**src/sv/pulse_period_flow_meter_assert.svh**
```systemverilog
// Assertion macros used by the flow meter top level.
`ifndef PULSE_PERIOD_FLOW_METER_ASSERT_SVH
`define PULSE_PERIOD_FLOW_METER_ASSERT_SVH

// Same-cycle implication, disabled while reset is active.
`define PPFM_ASSERT_IMP(lbl, clk_s, rstn_s, ante, cons, msg) \
  lbl: assert property (@(posedge clk_s) disable iff (!rstn_s) (ante) |-> (cons)) \
    else $error(msg);

// Next-cycle implication, disabled while reset is active.
`define PPFM_ASSERT_NXT(lbl, clk_s, rstn_s, ante, cons, msg) \
  lbl: assert property (@(posedge clk_s) disable iff (!rstn_s) (ante) |=> (cons)) \
    else $error(msg);

`endif

```
**src/sv/ppfm_pkg.sv**
```systemverilog
// Package: widths, codes, state type and divider status for the flow meter.
`timescale 1ns / 1ps
package ppfm_pkg;

  localparam int DATA_W     = 32;
  localparam int WINDOW_DEF = 16;
  localparam int DIV_STEPS  = DATA_W;
  localparam int STEP_W     = $clog2(DIV_STEPS);

  localparam logic [DATA_W-1:0] CF_RESET = DATA_W'(1);
  localparam logic [DATA_W-1:0] RATE_SAT = {DATA_W{1'b1}};

  localparam logic MODE_PULSE = 1'b0;
  localparam logic MODE_QUERY = 1'b1;

  typedef enum logic [2:0] {
    ST_IDLE,
    ST_RD_OLD,
    ST_SPAN,
    ST_DIV_MEAN,
    ST_MEAN_FIX,
    ST_DIV_RATE,
    ST_DONE
  } ppfm_state_t;

  typedef struct packed {
    logic busy;
    logic done;
  } div_stat_t;

endpackage

```
**src/sv/ppfm_if.sv**
```systemverilog
// Channel interfaces: pulse/query input, result output, configuration write.
`timescale 1ns / 1ps
interface ppfm_in_if import ppfm_pkg::*; ();
  logic              valid;
  logic              ready;
  logic              mode;
  logic [DATA_W-1:0] pulse_time;

  modport source (output valid, mode, pulse_time, input ready);
  modport sink   (input valid, mode, pulse_time, output ready);
endinterface

interface ppfm_out_if import ppfm_pkg::*; ();
  logic              valid;
  logic              ready;
  logic              ready_res;
  logic [DATA_W-1:0] mean_interval;
  logic [DATA_W-1:0] flow_rate;

  modport source (output valid, ready_res, mean_interval, flow_rate, input ready);
  modport sink   (input valid, ready_res, mean_interval, flow_rate, output ready);
endinterface

interface ppfm_cfg_if import ppfm_pkg::*; ();
  logic              valid;
  logic              ready;
  logic [DATA_W-1:0] conversion_factor;

  modport source (output valid, conversion_factor, input ready);
  modport sink   (input valid, conversion_factor, output ready);
endinterface

```
**src/sv/ppfm_ram.sv**
```systemverilog
// Generic single-port-write, single-port-read RAM with registered read data.
`timescale 1ns / 1ps
module ppfm_ram #(
  parameter int WIDTH = 32,
  parameter int DEPTH = 17
) (
  input  logic                     clk,
  input  logic                     we,
  input  logic [$clog2(DEPTH)-1:0] waddr,
  input  logic [WIDTH-1:0]         wdata,
  input  logic [$clog2(DEPTH)-1:0] raddr,
  output logic [WIDTH-1:0]         rdata
);

  logic [WIDTH-1:0] mem_r [DEPTH];
  logic [WIDTH-1:0] rdata_r;

  always_ff @(posedge clk) begin
    if (we) begin
      mem_r[waddr] <= wdata;
    end
    rdata_r <= mem_r[raddr];
  end

  assign rdata = rdata_r;

endmodule

```
**src/sv/ppfm_div.sv**
```systemverilog
// Restoring bit-serial unsigned divider, one quotient bit per cycle.
`timescale 1ns / 1ps
module ppfm_div import ppfm_pkg::*; (
  input  logic              clk,
  input  logic              rst_n,
  input  logic              start,
  input  logic [DATA_W-1:0] dividend,
  input  logic [DATA_W-1:0] divisor,
  output logic [DATA_W-1:0] quotient,
  output div_stat_t         stat
);

  logic [DATA_W-1:0] rem_r, rem_nxt;
  logic [DATA_W-1:0] quo_r, quo_nxt;
  logic [DATA_W-1:0] dvs_r, dvs_nxt;
  logic [STEP_W-1:0] cnt_r, cnt_nxt;
  logic              busy_r, busy_nxt;
  logic              done_r, done_nxt;
  logic [DATA_W:0]   trial;

  // Shift in the next dividend bit and try the subtract.
  assign trial = {rem_r, quo_r[DATA_W-1]} - {1'b0, dvs_r};

  always_comb begin
    rem_nxt  = rem_r;
    quo_nxt  = quo_r;
    dvs_nxt  = dvs_r;
    cnt_nxt  = cnt_r;
    busy_nxt = busy_r;
    done_nxt = 1'b0;
    if (start && !busy_r) begin
      rem_nxt  = '0;
      quo_nxt  = dividend;
      dvs_nxt  = divisor;
      cnt_nxt  = '0;
      busy_nxt = 1'b1;
    end else if (busy_r) begin
      if (!trial[DATA_W]) begin
        rem_nxt = trial[DATA_W-1:0];
        quo_nxt = {quo_r[DATA_W-2:0], 1'b1};
      end else begin
        rem_nxt = {rem_r[DATA_W-2:0], quo_r[DATA_W-1]};
        quo_nxt = {quo_r[DATA_W-2:0], 1'b0};
      end
      cnt_nxt = cnt_r + STEP_W'(1);
      if (cnt_r == STEP_W'(DIV_STEPS - 1)) begin
        busy_nxt = 1'b0;
        done_nxt = 1'b1;
      end
    end
  end

  always_ff @(posedge clk) begin
    if (!rst_n) begin
      cnt_r  <= '0;
      busy_r <= 1'b0;
      done_r <= 1'b0;
    end else begin
      cnt_r  <= cnt_nxt;
      busy_r <= busy_nxt;
      done_r <= done_nxt;
    end
    rem_r <= rem_nxt;
    quo_r <= quo_nxt;
    dvs_r <= dvs_nxt;
  end

  assign quotient  = quo_r;
  assign stat.busy = busy_r;
  assign stat.done = done_r;

endmodule

```
**src/sv/pulse_period_flow_meter.sv**
```systemverilog
// Top level of the pulse-period flow meter: timestamp ring, query sequencer, result register.
// After a pulse transfer the sequencer stays idle, so the next item can be taken in the following cycle.
// A not-ready query goes from idle straight to ST_DONE, which loads the result register; a zero-mean
// query first passes ST_RD_OLD, ST_SPAN, ST_DIV_MEAN and ST_MEAN_FIX, a ready query also a 32-step divide.
// Output stalls hold the sequencer in ST_DONE; the next item can be taken in the cycle after the result load.
// Sync active-low reset clears pointers, count, full flag, output valid; factor resets to 1.
`timescale 1ns / 1ps
`include "pulse_period_flow_meter_assert.svh"
module pulse_period_flow_meter import ppfm_pkg::*; #(
  parameter int WINDOW = WINDOW_DEF
) (
  input logic         clk,
  input logic         rst_n,
  ppfm_in_if.sink     in_chan,
  ppfm_out_if.source  out_chan,
  ppfm_cfg_if.sink    cfg_chan
);

  // Ring holds WINDOW+1 stamps: the newest and the one WINDOW pulses back.
  localparam int DEPTH  = WINDOW + 1;
  localparam int SLOT_W = $clog2(DEPTH);
  localparam logic [SLOT_W-1:0] LAST_SLOT = SLOT_W'(WINDOW);
  localparam logic [SLOT_W-1:0] FULL_CNT  = SLOT_W'(WINDOW);

  // Division of the span by WINDOW as a reciprocal multiply:
  // mean = (t1 + ((span - t1) >> 1)) >> (MEAN_SH - 1), t1 = high word of span * MEAN_MUL.
  localparam int MEAN_SH = $clog2(WINDOW);
  localparam logic [63:0] MEAN_MUL_W =
    (((64'd1 << MEAN_SH) - 64'(WINDOW)) << DATA_W) / 64'(WINDOW) + 64'd1;
  localparam logic [DATA_W-1:0] MEAN_MUL = DATA_W'(MEAN_MUL_W);

  function automatic logic [SLOT_W-1:0] next_slot(input logic [SLOT_W-1:0] s);
    next_slot = (s == LAST_SLOT) ? '0 : s + SLOT_W'(1);
  endfunction

  ppfm_state_t       state_r, state_nxt;
  logic [SLOT_W-1:0] newest_r, newest_nxt;
  logic [SLOT_W-1:0] oldest_r, oldest_nxt;
  logic [SLOT_W-1:0] cnt_r, cnt_nxt;
  logic              full_r, full_nxt;
  logic [DATA_W-1:0] cf_r;
  logic [DATA_W-1:0] stamp_r, stamp_nxt;
  logic [DATA_W-1:0] span_r, span_nxt;
  logic [DATA_W-1:0] t1_r, t1_nxt;
  logic              res_ready_r, res_ready_nxt;
  logic [DATA_W-1:0] mean_r, mean_nxt;
  logic [DATA_W-1:0] rate_r, rate_nxt;
  logic              out_valid_r, out_valid_nxt;
  logic              out_rdy_res_r, out_rdy_res_nxt;
  logic [DATA_W-1:0] out_mean_r, out_mean_nxt;
  logic [DATA_W-1:0] out_rate_r, out_rate_nxt;

  logic              in_ready;
  logic              in_xfer;
  logic              ram_we;
  logic [SLOT_W-1:0] ram_waddr;
  logic [SLOT_W-1:0] ram_raddr;
  logic [DATA_W-1:0] ram_rdata;

  logic [DATA_W-1:0] mean_hi;
  logic [DATA_W-1:0] mean_q;

  logic              div_start;
  logic [DATA_W-1:0] div_dividend;
  logic [DATA_W-1:0] div_divisor;
  logic [DATA_W-1:0] div_quo;
  div_stat_t         div_stat;

  logic              out_not_ready;
  logic              out_zero_fields;
  logic              out_zero_mean;
  logic              early_query;

  // Timestamp ring storage.
  ppfm_ram #(
    .WIDTH (DATA_W),
    .DEPTH (DEPTH)
  ) u_ring (
    .clk   (clk),
    .we    (ram_we),
    .waddr (ram_waddr),
    .wdata (in_chan.pulse_time),
    .raddr (ram_raddr),
    .rdata (ram_rdata)
  );

  // Bit-serial divider for factor / mean; the mean itself uses the reciprocal multiply.
  ppfm_div u_div (
    .clk      (clk),
    .rst_n    (rst_n),
    .start    (div_start),
    .dividend (div_dividend),
    .divisor  (div_divisor),
    .quotient (div_quo),
    .stat     (div_stat)
  );

  assign in_ready      = (state_r == ST_IDLE);
  assign in_chan.ready = in_ready;
  assign in_xfer       = in_chan.valid && in_ready;

  // The register port never stalls; writes must arrive only while idle, which the block does not enforce.
  assign cfg_chan.ready = 1'b1;

  // Read the newest slot while idle so a query finds it waiting; then the oldest.
  assign ram_raddr = (state_r == ST_RD_OLD) ? oldest_r : newest_r;
  assign ram_waddr = next_slot(newest_r);

  // High word of span times the reciprocal, then the correction step.
  assign mean_hi = DATA_W'((64'(span_r) * 64'(MEAN_MUL)) >> DATA_W);
  assign mean_q  = (t1_r + ((span_r - t1_r) >> 1)) >> (MEAN_SH - 1);

  always_comb begin
    state_nxt       = state_r;
    newest_nxt      = newest_r;
    oldest_nxt      = oldest_r;
    cnt_nxt         = cnt_r;
    full_nxt        = full_r;
    stamp_nxt       = stamp_r;
    span_nxt        = span_r;
    t1_nxt          = t1_r;
    res_ready_nxt   = res_ready_r;
    mean_nxt        = mean_r;
    rate_nxt        = rate_r;
    out_valid_nxt   = out_valid_r;
    out_rdy_res_nxt = out_rdy_res_r;
    out_mean_nxt    = out_mean_r;
    out_rate_nxt    = out_rate_r;
    ram_we          = 1'b0;
    div_start       = 1'b0;
    div_dividend    = '0;
    div_divisor     = '0;

    // Drop the held result once the sink takes it.
    if (out_valid_r && out_chan.ready) begin
      out_valid_nxt = 1'b0;
    end

    case (state_r)
      ST_IDLE: begin
        if (in_xfer) begin
          if (in_chan.mode == MODE_PULSE) begin
            // Store the stamp in the slot after the newest and advance both pointers.
            ram_we     = 1'b1;
            newest_nxt = ram_waddr;
            oldest_nxt = next_slot(ram_waddr);
            if (cnt_r != FULL_CNT) begin
              cnt_nxt = cnt_r + SLOT_W'(1);
            end else begin
              full_nxt = 1'b1;
            end
          end else if (!full_r) begin
            // Not enough pulses yet: report all zeros.
            res_ready_nxt = 1'b0;
            mean_nxt      = '0;
            rate_nxt      = '0;
            state_nxt     = ST_DONE;
          end else begin
            state_nxt = ST_RD_OLD;
          end
        end
      end
      ST_RD_OLD: begin
        // Capture the newest stamp; the oldest read is in flight.
        stamp_nxt = ram_rdata;
        state_nxt = ST_SPAN;
      end
      ST_SPAN: begin
        // Span wraps modulo 2^32; hold it for the mean.
        span_nxt  = stamp_r - ram_rdata;
        state_nxt = ST_DIV_MEAN;
      end
      ST_DIV_MEAN: begin
        // Hold the high word of the reciprocal product.
        t1_nxt    = mean_hi;
        state_nxt = ST_MEAN_FIX;
      end
      ST_MEAN_FIX: begin
        res_ready_nxt = 1'b1;
        mean_nxt      = mean_q;
        if (mean_q == '0) begin
          // Zero mean interval saturates the rate.
          rate_nxt  = RATE_SAT;
          state_nxt = ST_DONE;
        end else begin
          div_start    = 1'b1;
          div_dividend = cf_r;
          div_divisor  = mean_q;
          state_nxt    = ST_DIV_RATE;
        end
      end
      ST_DIV_RATE: begin
        if (div_stat.done) begin
          rate_nxt  = div_quo;
          state_nxt = ST_DONE;
        end
      end
      ST_DONE: begin
        // Load the output register once it is free or being emptied.
        if (!out_valid_r || out_chan.ready) begin
          out_valid_nxt   = 1'b1;
          out_rdy_res_nxt = res_ready_r;
          out_mean_nxt    = mean_r;
          out_rate_nxt    = rate_r;
          state_nxt       = ST_IDLE;
        end
      end
      default: begin
        state_nxt = ST_IDLE;
      end
    endcase
  end

  always_ff @(posedge clk) begin
    if (!rst_n) begin
      state_r     <= ST_IDLE;
      newest_r    <= '0;
      oldest_r    <= '0;
      cnt_r       <= '0;
      full_r      <= 1'b0;
      cf_r        <= CF_RESET;
      out_valid_r <= 1'b0;
    end else begin
      state_r     <= state_nxt;
      newest_r    <= newest_nxt;
      oldest_r    <= oldest_nxt;
      cnt_r       <= cnt_nxt;
      full_r      <= full_nxt;
      out_valid_r <= out_valid_nxt;
      if (cfg_chan.valid && cfg_chan.ready) begin
        cf_r <= cfg_chan.conversion_factor;
      end
    end
    stamp_r       <= stamp_nxt;
    span_r        <= span_nxt;
    t1_r          <= t1_nxt;
    res_ready_r   <= res_ready_nxt;
    mean_r        <= mean_nxt;
    rate_r        <= rate_nxt;
    out_rdy_res_r <= out_rdy_res_nxt;
    out_mean_r    <= out_mean_nxt;
    out_rate_r    <= out_rate_nxt;
  end

  assign out_chan.valid         = out_valid_r;
  assign out_chan.ready_res     = out_rdy_res_r;
  assign out_chan.mean_interval = out_mean_r;
  assign out_chan.flow_rate     = out_rate_r;

  assign out_not_ready   = out_valid_r && !out_rdy_res_r;
  assign out_zero_fields = (out_mean_r == '0) && (out_rate_r == '0);
  assign out_zero_mean   = out_valid_r && out_rdy_res_r && (out_mean_r == '0);
  assign early_query     = in_xfer && (in_chan.mode == MODE_QUERY) && !full_r;

  `PPFM_ASSERT_IMP(a_full_needs_count, clk, rst_n, full_r, cnt_r == FULL_CNT, "full too early")
  `PPFM_ASSERT_IMP(a_old_next, clk, rst_n, cnt_r != '0, oldest_r == next_slot(newest_r), "oldest")
  `PPFM_ASSERT_IMP(a_div_done, clk, rst_n, div_stat.done, state_r == ST_DIV_RATE, "stray divide")
  `PPFM_ASSERT_IMP(a_not_ready_zero, clk, rst_n, out_not_ready, out_zero_fields, "nonzero fields")
  `PPFM_ASSERT_IMP(a_zero_mean_sat, clk, rst_n, out_zero_mean, out_rate_r == RATE_SAT, "no saturation")
  `PPFM_ASSERT_NXT(a_early_query, clk, rst_n, early_query, state_r == ST_DONE && !res_ready_r, "early")

endmodule
```
**src/flat_wrapper.sv**
```systemverilog
// flat-port wrapper written by rule: the top's interface ports become plain ports
module pulse_period_flow_meter_flat import ppfm_pkg::*;
#(
  parameter int WINDOW = WINDOW_DEF
)
  (clk, rst_n, in_chan_valid, in_chan_mode, in_chan_pulse_time, in_chan_ready, out_chan_valid, out_chan_ready_res, out_chan_mean_interval, out_chan_flow_rate, out_chan_ready, cfg_chan_valid, cfg_chan_conversion_factor, cfg_chan_ready);
  ppfm_in_if in_chan_i ();
  ppfm_out_if out_chan_i ();
  ppfm_cfg_if cfg_chan_i ();
  input logic clk;
  input logic rst_n;
  input wire logic [$bits(in_chan_i.valid)-1:0] in_chan_valid;
  input wire logic [$bits(in_chan_i.mode)-1:0] in_chan_mode;
  input wire logic [$bits(in_chan_i.pulse_time)-1:0] in_chan_pulse_time;
  output wire logic [$bits(in_chan_i.ready)-1:0] in_chan_ready;
  output wire logic [$bits(out_chan_i.valid)-1:0] out_chan_valid;
  output wire logic [$bits(out_chan_i.ready_res)-1:0] out_chan_ready_res;
  output wire logic [$bits(out_chan_i.mean_interval)-1:0] out_chan_mean_interval;
  output wire logic [$bits(out_chan_i.flow_rate)-1:0] out_chan_flow_rate;
  input wire logic [$bits(out_chan_i.ready)-1:0] out_chan_ready;
  input wire logic [$bits(cfg_chan_i.valid)-1:0] cfg_chan_valid;
  input wire logic [$bits(cfg_chan_i.conversion_factor)-1:0] cfg_chan_conversion_factor;
  output wire logic [$bits(cfg_chan_i.ready)-1:0] cfg_chan_ready;
  assign in_chan_i.valid = in_chan_valid;
  assign in_chan_i.mode = in_chan_mode;
  assign in_chan_i.pulse_time = in_chan_pulse_time;
  assign in_chan_ready = in_chan_i.ready;
  assign out_chan_valid = out_chan_i.valid;
  assign out_chan_ready_res = out_chan_i.ready_res;
  assign out_chan_mean_interval = out_chan_i.mean_interval;
  assign out_chan_flow_rate = out_chan_i.flow_rate;
  assign out_chan_i.ready = out_chan_ready;
  assign cfg_chan_i.valid = cfg_chan_valid;
  assign cfg_chan_i.conversion_factor = cfg_chan_conversion_factor;
  assign cfg_chan_ready = cfg_chan_i.ready;
  pulse_period_flow_meter #(.WINDOW(WINDOW)) u_core (.clk(clk), .rst_n(rst_n), .in_chan(in_chan_i), .out_chan(out_chan_i), .cfg_chan(cfg_chan_i));
endmodule
```
**config.mk**
```make
export PLATFORM = sky130hd
export DESIGN_NAME = pulse_period_flow_meter_flat
export DESIGN_NICKNAME = d
export VERILOG_FILES = /design/src/sv/ppfm_pkg.sv /design/src/sv/ppfm_if.sv /design/src/sv/ppfm_ram.sv /design/src/sv/ppfm_div.sv /design/src/sv/pulse_period_flow_meter.sv /design/src/flat_wrapper.sv
export VERILOG_INCLUDE_DIRS = /design/src /design/src/sv
export SDC_FILE = /design/constraint.sdc
export NUM_CORES = 1
export LEC_CHECK = 0
export ABC_AREA = 1
export BUFFER_PORTS_ARGS = -buffer_cell sky130_fd_sc_hd__buf_2
export CORE_MARGIN = 2
export CORE_UTILIZATION = 30
export CTS_BUF_LIST = sky130_fd_sc_hd__clkbuf_8
export DETAILED_ROUTE_END_ITERATION = 12
export SYNTH_ARGS = -nofsm -noshare
export SYNTH_HDL_FRONTEND = slang
export SYNTH_SLANG_ARGS = --single-unit
```
**constraint.sdc**
```tcl
create_clock -name clk -period 6.3 [get_ports clk]
set_clock_uncertainty 0.05 [all_clocks]
set_input_delay 0.63 -clock clk [delete_from_list [all_inputs] [get_ports clk]]
set_output_delay 0.63 -clock clk [all_outputs]
set_load 0.02 [all_outputs]
```
---- Yosys cells after proc, flatten, opt, wreduce, memory -nomap -nowiden ----
Memory sizes are Yosys's and may differ from the RTL's. A register that Yosys moved wholly into a read port is not among the register bits.
Index checks and enable logic that the tools add are counted.
word-level totals
  flip-flop bits (word level) ............. 348
  memory bits (read-only) ................. 0
  memory bits (writable) .................. 544
  output and inout bits ................... 68
  memories kept ........................... 1
  input bits .............................. 70
  logic and storage cells ................. 112
  bits in latches ......................... 0
cells by class
  magnitude comparators ................... 0
  multiplexer cells ....................... 41
  bitwise logic cells ..................... 5
  multiply operators ...................... 0
  divide/modulo/power cells ............... 0
  eq/ne operators ......................... 16
  reductions and logical operators ........ 21
  shift-type cells ........................ 0
  add/subtract/negate cells ............... 6
memories
  name                 depth  width  rd ports  clocked after memory_dff  write ports  RTL line        text
  u_core.u_ring.mem_r  17     32     1         1                         1            ppfm_ram.sv:15  logic [WIDTH-1:0] mem_r [DEPTH];
operators with widths
  cell                   number
  $mux W32               10
  $pmux W32 S3           1
  $pmux W32 S2           1
  $sub A33 B32 Y33       1
  $logic_not A32 Y1      1
  $sub A32 B32 Y32       1
  $pmux W3 S7            1
  $add A5 B1 Y5 const B  4
  $mux W1                18
  $reduce_and A4 Y1      4
  $eq A5 B5 Y1 const B   3
  $mux W3                5
  $mux W5                3
  $eq A3 B3 Y1 const B   3
  $ne A2 B2 Y1 const B   4
  $eq A3 B2 Y1 const B   2
  $reduce_and A6 Y1      1
  $ne A5 B5 Y1 const B   1
  $not A1 Y1             5
  $ne A2 B1 Y1 const B   2
  $reduce_bool A2 Y1     2
  $reduce_or A2 Y1       2
  $eq A3 B1 Y1 const B   1
  $logic_and A1 B1 Y1    3
  other kinds (9)        10

---- Longest topological paths before layout ----
  word-level depth ........................ 6
  gate-level depth with buffers ........... 19

---- Modules after synthesis ----
A second synthesis with hierarchy kept.
unflattened totals
  cell total of the unflattened synthesis .. 4196
  area total of the unflattened synthesis .. 40666.5 um2
modules (own cells, without submodules)
  module                   area an instance (um2)  times used  sequential area each (um2)  cells each
  ppfm_ram                 22571.6                 1           16976.3                     1876
  pulse_period_flow_meter  11139.4                 1           6506.2                      1274
  ppfm_div                 6955.4                  1           2702.6                      1046

---- Worst setup path before layout ----
No wires, ideal clock.
  kind .................................... register -> register
  start point ............................. register u_core.newest_r[0]
  end point ............................... memory u_core.u_ring.mem_r[16][0] (enable)
  required time ........................... 5.787 ns
  library setup time ...................... 0.463 ns
  slack ................................... 2.281 ns
  stages on the path, launching flop included .. 9
  arrival ................................. 3.506 ns
  cell sequence ........................... dfxtp_1 -> inv_1 -> ha_1 -> inv_1 -> nor2_1 -> inv_1 -> ha_1 -> nand3_1 -> nor3_1
between the ends
  longest elaborated chain between the ends .. 2
  elaborated cells between the ends (all ways) .. 3
  classes of those cells .................. add/sub: 1; eq/ne: 1; mux: 1
RTL lines
  what                                           RTL line                        text
  start: declaration                             pulse_period_flow_meter.sv:37   logic [SLOT_W-1:0] newest_r, newest_nxt;
  start signal: assignment                       pulse_period_flow_meter.sv:225  newest_r <= newest_nxt;
  $add A5 B1 Y5 or $eq A5 B5 Y1 (tied branches)  pulse_period_flow_meter.sv:33   next_slot = (s == LAST_SLOT) ? '0 : s + SLOT_W'(1);
  $mux W5 (*)                                    pulse_period_flow_meter.sv:33
  via u_core.ram_waddr[1]                        pulse_period_flow_meter.sv:56   logic [SLOT_W-1:0] ram_waddr;
  end: declaration                               ppfm_ram.sv:15
The timed path passes the listed nets; every way through them passes the cells marked *.

---- Worst setup path after layout ----
  start point ............................. register u_core.state_r[0]
  end point ............................... register u_core.u_ring.rdata_r[3] (netlist: u_core.u_ring.rdata[3]) (read register of u_core.u_ring.mem_r)
between the ends
  longest elaborated chain between the ends .. 2
RTL lines
  what                      RTL line                        text
  start: declaration        pulse_period_flow_meter.sv:36   ppfm_state_t state_r, state_nxt;
  start signal: assignment  pulse_period_flow_meter.sv:224  state_r <= state_nxt;
  $eq A3 B1 Y1              pulse_period_flow_meter.sv:106  assign ram_raddr = (state_r == ST_RD_OLD) ? oldest_r : newest_r;
  $mux W5                   pulse_period_flow_meter.sv:106
  end: declaration          ppfm_ram.sv:16                  logic [WIDTH-1:0] rdata_r;
No other way between the ends.
A chain may end at the register's enable or synchronous reset.

==> flow_metrics.py <==
metrics = {
    "timing": {
        "timing.setup.tns_ns": 0,
        "relSlewSlack_pct": 24.5,
        "max_clock_freq_mhz": 270,
        "drv_slew": 0,
        "period_minus_slack_ns": 3.71,
        "setup_viol": 0,
        "fin_hold_ws_ns": 0.117,
        "tightest_slew_ns": 1.13,
        "fin_crit_sh_pct": 58.9,
        "hold_viol_final": 0,
        "rsz0062_at_grt": "no",
    },
    "logic_synthesis": {
        "synth.largest_area_cell": "edfxtp_1",
        "muxShareOfSynthArea_pct": 0,
        "synth_top_family_by_area": "simple AND/OR/NAND/NOR gates",
        "synth-simple-area-share_pct": 12.1,
        "post_synth_inst_count": 3629,
        "synth_top_area_share_pct": 60.1,
        "synth_cell_types": 48,
        "synthArstFlopShare_pct": 0,
        "ys_seq_elements": 909,
        "syn_area_per_cell_um2": 10.8,
        "synthAdderAreaFrac_pct": 2.22,
        "synth_edf_count": 786,
        "synth_xor_xnor_area_share_pct": 1.09,
        "synth_flop_cell": "edfxtp_1",
        "synth_area_leaders": "edfxtp_1 60%, dfxtp_1 6.3%, nand2_1 5.7%",
        "synth_common_cells": "786 x edfxtp_1, 599 x nand2_1, 486 x inv_1",
        "ys_warn_count": 0,
        "synth-compound-area-share_pct": 11.1,
        "netlist_area_um2": 39300,
        "ys_seq_area_share_pct": 66.4,
        "yosysMostFrequentCell": "edfxtp_1",
    },
    "clock_tree": {
        "clk_path_buf_depth": 3,
        "numCtsBuffers": 149,
        "clock_sinks": 909,
        "cts_tree": "built",
        "worstSkewPairLatency_ns": 0.85,
        "cts_root_buffer": "clkbuf_8",
        "h-tree-depth": 4,
        "path_clk_slew_ns": 0.07,
    },
    "critical_path": {
        "crit_buf_inv": 4,
        "crit_type": "flip-flop to flip-flop",
        "crit_path_start_kind": "flip-flop",
        "end_kind": "flip-flop",
        "r2r_slack_ns": 2.59,
        "crit_top_cell": "nand2_1",
        "crit_chain": "inv_2, nor3_4, buf_4, nand2_1, nand2_8, buf_12, o21ai_0, inv_1, o21ai_0, nand3_1, nand3_1, nand2_1, nand2_1, o21ai_1",
        "cp.required_ns": 6.98,
        "slowest_delay_ns": 0.64,
        "worstPathMaxFanout": 213,
        "crit_slowest_cell": "buf_12",
        "cp.arrival_ns": 4.39,
        "critPathTopFamily": "buffers and inverters",
    },
    "placement": {
        "port_buffers": 132,
        "place_hpwl_um": 57200,
        "gp_congestion": 0.903,
    },
    "grt": {
        "grt_use_total_pct": 14.3,
        "gr-total-overflow": 0,
        "use_met2_pct": 23.5,
        "grt_pass1_wl_um": 150000,
        "met1_usage_pct": 18.5,
        "grt_pass1_vias": 25675,
        "antenna_found_initial": 9,
        "grt.busiest_layer": "met2",
        "grt_max_degree": 214,
        "use_met3_pct": 2.97,
    },
    "drt": {
        "drtIter0Drc": 2102,
        "antenna_left": 0,
        "firstDrtPassIters": 5,
        "finalWirelength_um": 96800,
        "num_vias": 26241,
        "wl_per_cell_um": 17.0,
        "via_per_inst": 4.61,
        "drc": 0,
    },
    "power": {
        "power_density_nw_per_um2": 439,
        "vdd_ir_drop_max_mv": 0.269,
        "power.leakage_nw": 17.6,
    },
    "min_path": {
        "hp-class": "input port to flip-flop",
    },
    "floorplan": {
        "coreArea_um2": 130000,
        "io_pins": 138,
        "rows": 132,
        "dieWidth_um": 366,
        "die-area_um2": 134000,
        "start_util_pct": 30.3,
        "die_h_um": 366,
    },
    "final_layout": {
        "nets": 3970,
        "drive_gt1_share_pct": 12.0,
        "area_growth_pct": 15.0,
        "n_fill_cell": 12906,
    },
    "outcome": {
        "status": "completed",
    },
    "flow_run": {
        "maxCapViolations": 0,
    },
}
## routing by layer
metal | vias up | routed length [um]
met1 | 12495 | 42400
met2 | 741 | 45900
met5 | - | 53
li1 | 12821 | -
met3 | 176 | 6160
met4 | 8 | 2340
## cells by family (layout without fill, tap and decap cells)
family          Yosys count  after routing
other cells               2              8
buf+inv                 651            969
fa+ha+maj                69             69
compound gates          779            779
xor+xnor                 49             49
simple gates           1170           1170
flops                   909            909
## state kept, by name, indices dropped and copies added, names as in the netlist, 28 cells and up
signal	count
u_core.u_ring.mem_r	544
u_core.cf_r	32
u_core.out_chan.flow_rate	32
u_core.rate_r	32
u_core.stamp_r	32
u_core.u_div.quotient	32
u_core.u_div.rem_r	32
u_core.u_ring.rdata	32
u_core.mean_r	28
u_core.out_chan.mean_interval	28
u_core.span_r	28
u_core.u_div.dvs_r	28
## worst reg2reg max path: stages (launching register included)
cell and delay (ns):
dfxtp_1 0.42, inv_2 0.10, nor3_4 0.11, buf_4 0.39, nand2_1 0.23, nand2_8 0.45
buf_12 0.74, o21ai_0 0.45, inv_1 0.09, o21ai_0 0.07, nand3_1 0.09, nand3_1 0.12
nand2_1 0.14, nand2_1 0.07, o21ai_1 0.11
## layout by cell type (no fill, tap or decap), types with 15 or more instances in the layout
cell type / synthesis / layout
clkbuf_8: 0 / 174
a21oi_1: 208 / 207
inv_1: 486 / 539
nand3_1: 164 / 164
o211ai_1: 98 / 98
dfxtp_1: 123 / 123
xnor2_1: 16 / 16
o21ai_1: 196 / 194
buf_2: 61 / 132
o21ai_0: 208 / 208
ha_1: 68 / 68
dlygate4sd3_1: 0 / 33
buf_4: 16 / 42
a21oi_2: 38 / 38
nand2_1: 599 / 597
xor2_1: 33 / 33
nor2_4: 1 / 18
nor2_1: 344 / 326
edfxtp_1: 786 / 786
nand4_1: 18 / 18
clkinv_2: 0 / 15
## layout make-up
cell class	count	area [um2]	area share [%]
diodes	3	7.51	0.0166
clock buffers	174	2390	5.30
clock inverters	96	677	1.50
inverters	491	1850	4.09
multi-input cells	2072	10700	23.6
flip-flops and latches	909	26100	57.7
well taps	1742	2180	4.82
repair buffers	208	1330	2.94
## report_power, final
part           internal (mW)  leakage [nW]  total [mW]  switching, mW
registers               7.91          8.19        8.37          0.469
logic                   1.86          7.67        6.20           4.34
clock network           2.86          1.77        5.27           2.41
## worst paths after layout
check                                       startpoint                           end  cells past startpoint
worst min-delay path            in_chan_pulse_time[11]   u_core.u_ring.mem_r[13][11]                      1
worst max register to register       u_core.state_r[0]        u_core.u_ring.rdata[3]                     14
worst max-delay path                 u_core.state_r[0]        u_core.u_ring.rdata[3]                     14
worst min register to register        u_core.rate_r[1]  u_core.out_chan.flow_rate[1]                      0
## timing repair
item	in CTS	in global routing
setup buffers	0	0
resized for setup	0	0
endpoints found under the hold margin	33	0
hold buffers	33	0
## per-stage QoR
stage | power [mW] | worst slack [ns] | instance area, um2 | std cells | util (%)
global route | 21.2 | 2.14 | 45200 | 5695 | 34.8
global placement | 14.6 | 2.69 | 41800 | 5389 | 32.2
finish | 19.8 | 2.59 | 45200 | 5695 | 34.8
floorplan | 12.9 | 2.28 | 39300 | 3632 | -
CTS | 20.1 | 2.61 | 45200 | 5692 | 34.8
detailed placement | 14.7 | 2.61 | 41800 | 5389 | 32.2
Note: power is estimated with default switching activity, not from simulation.
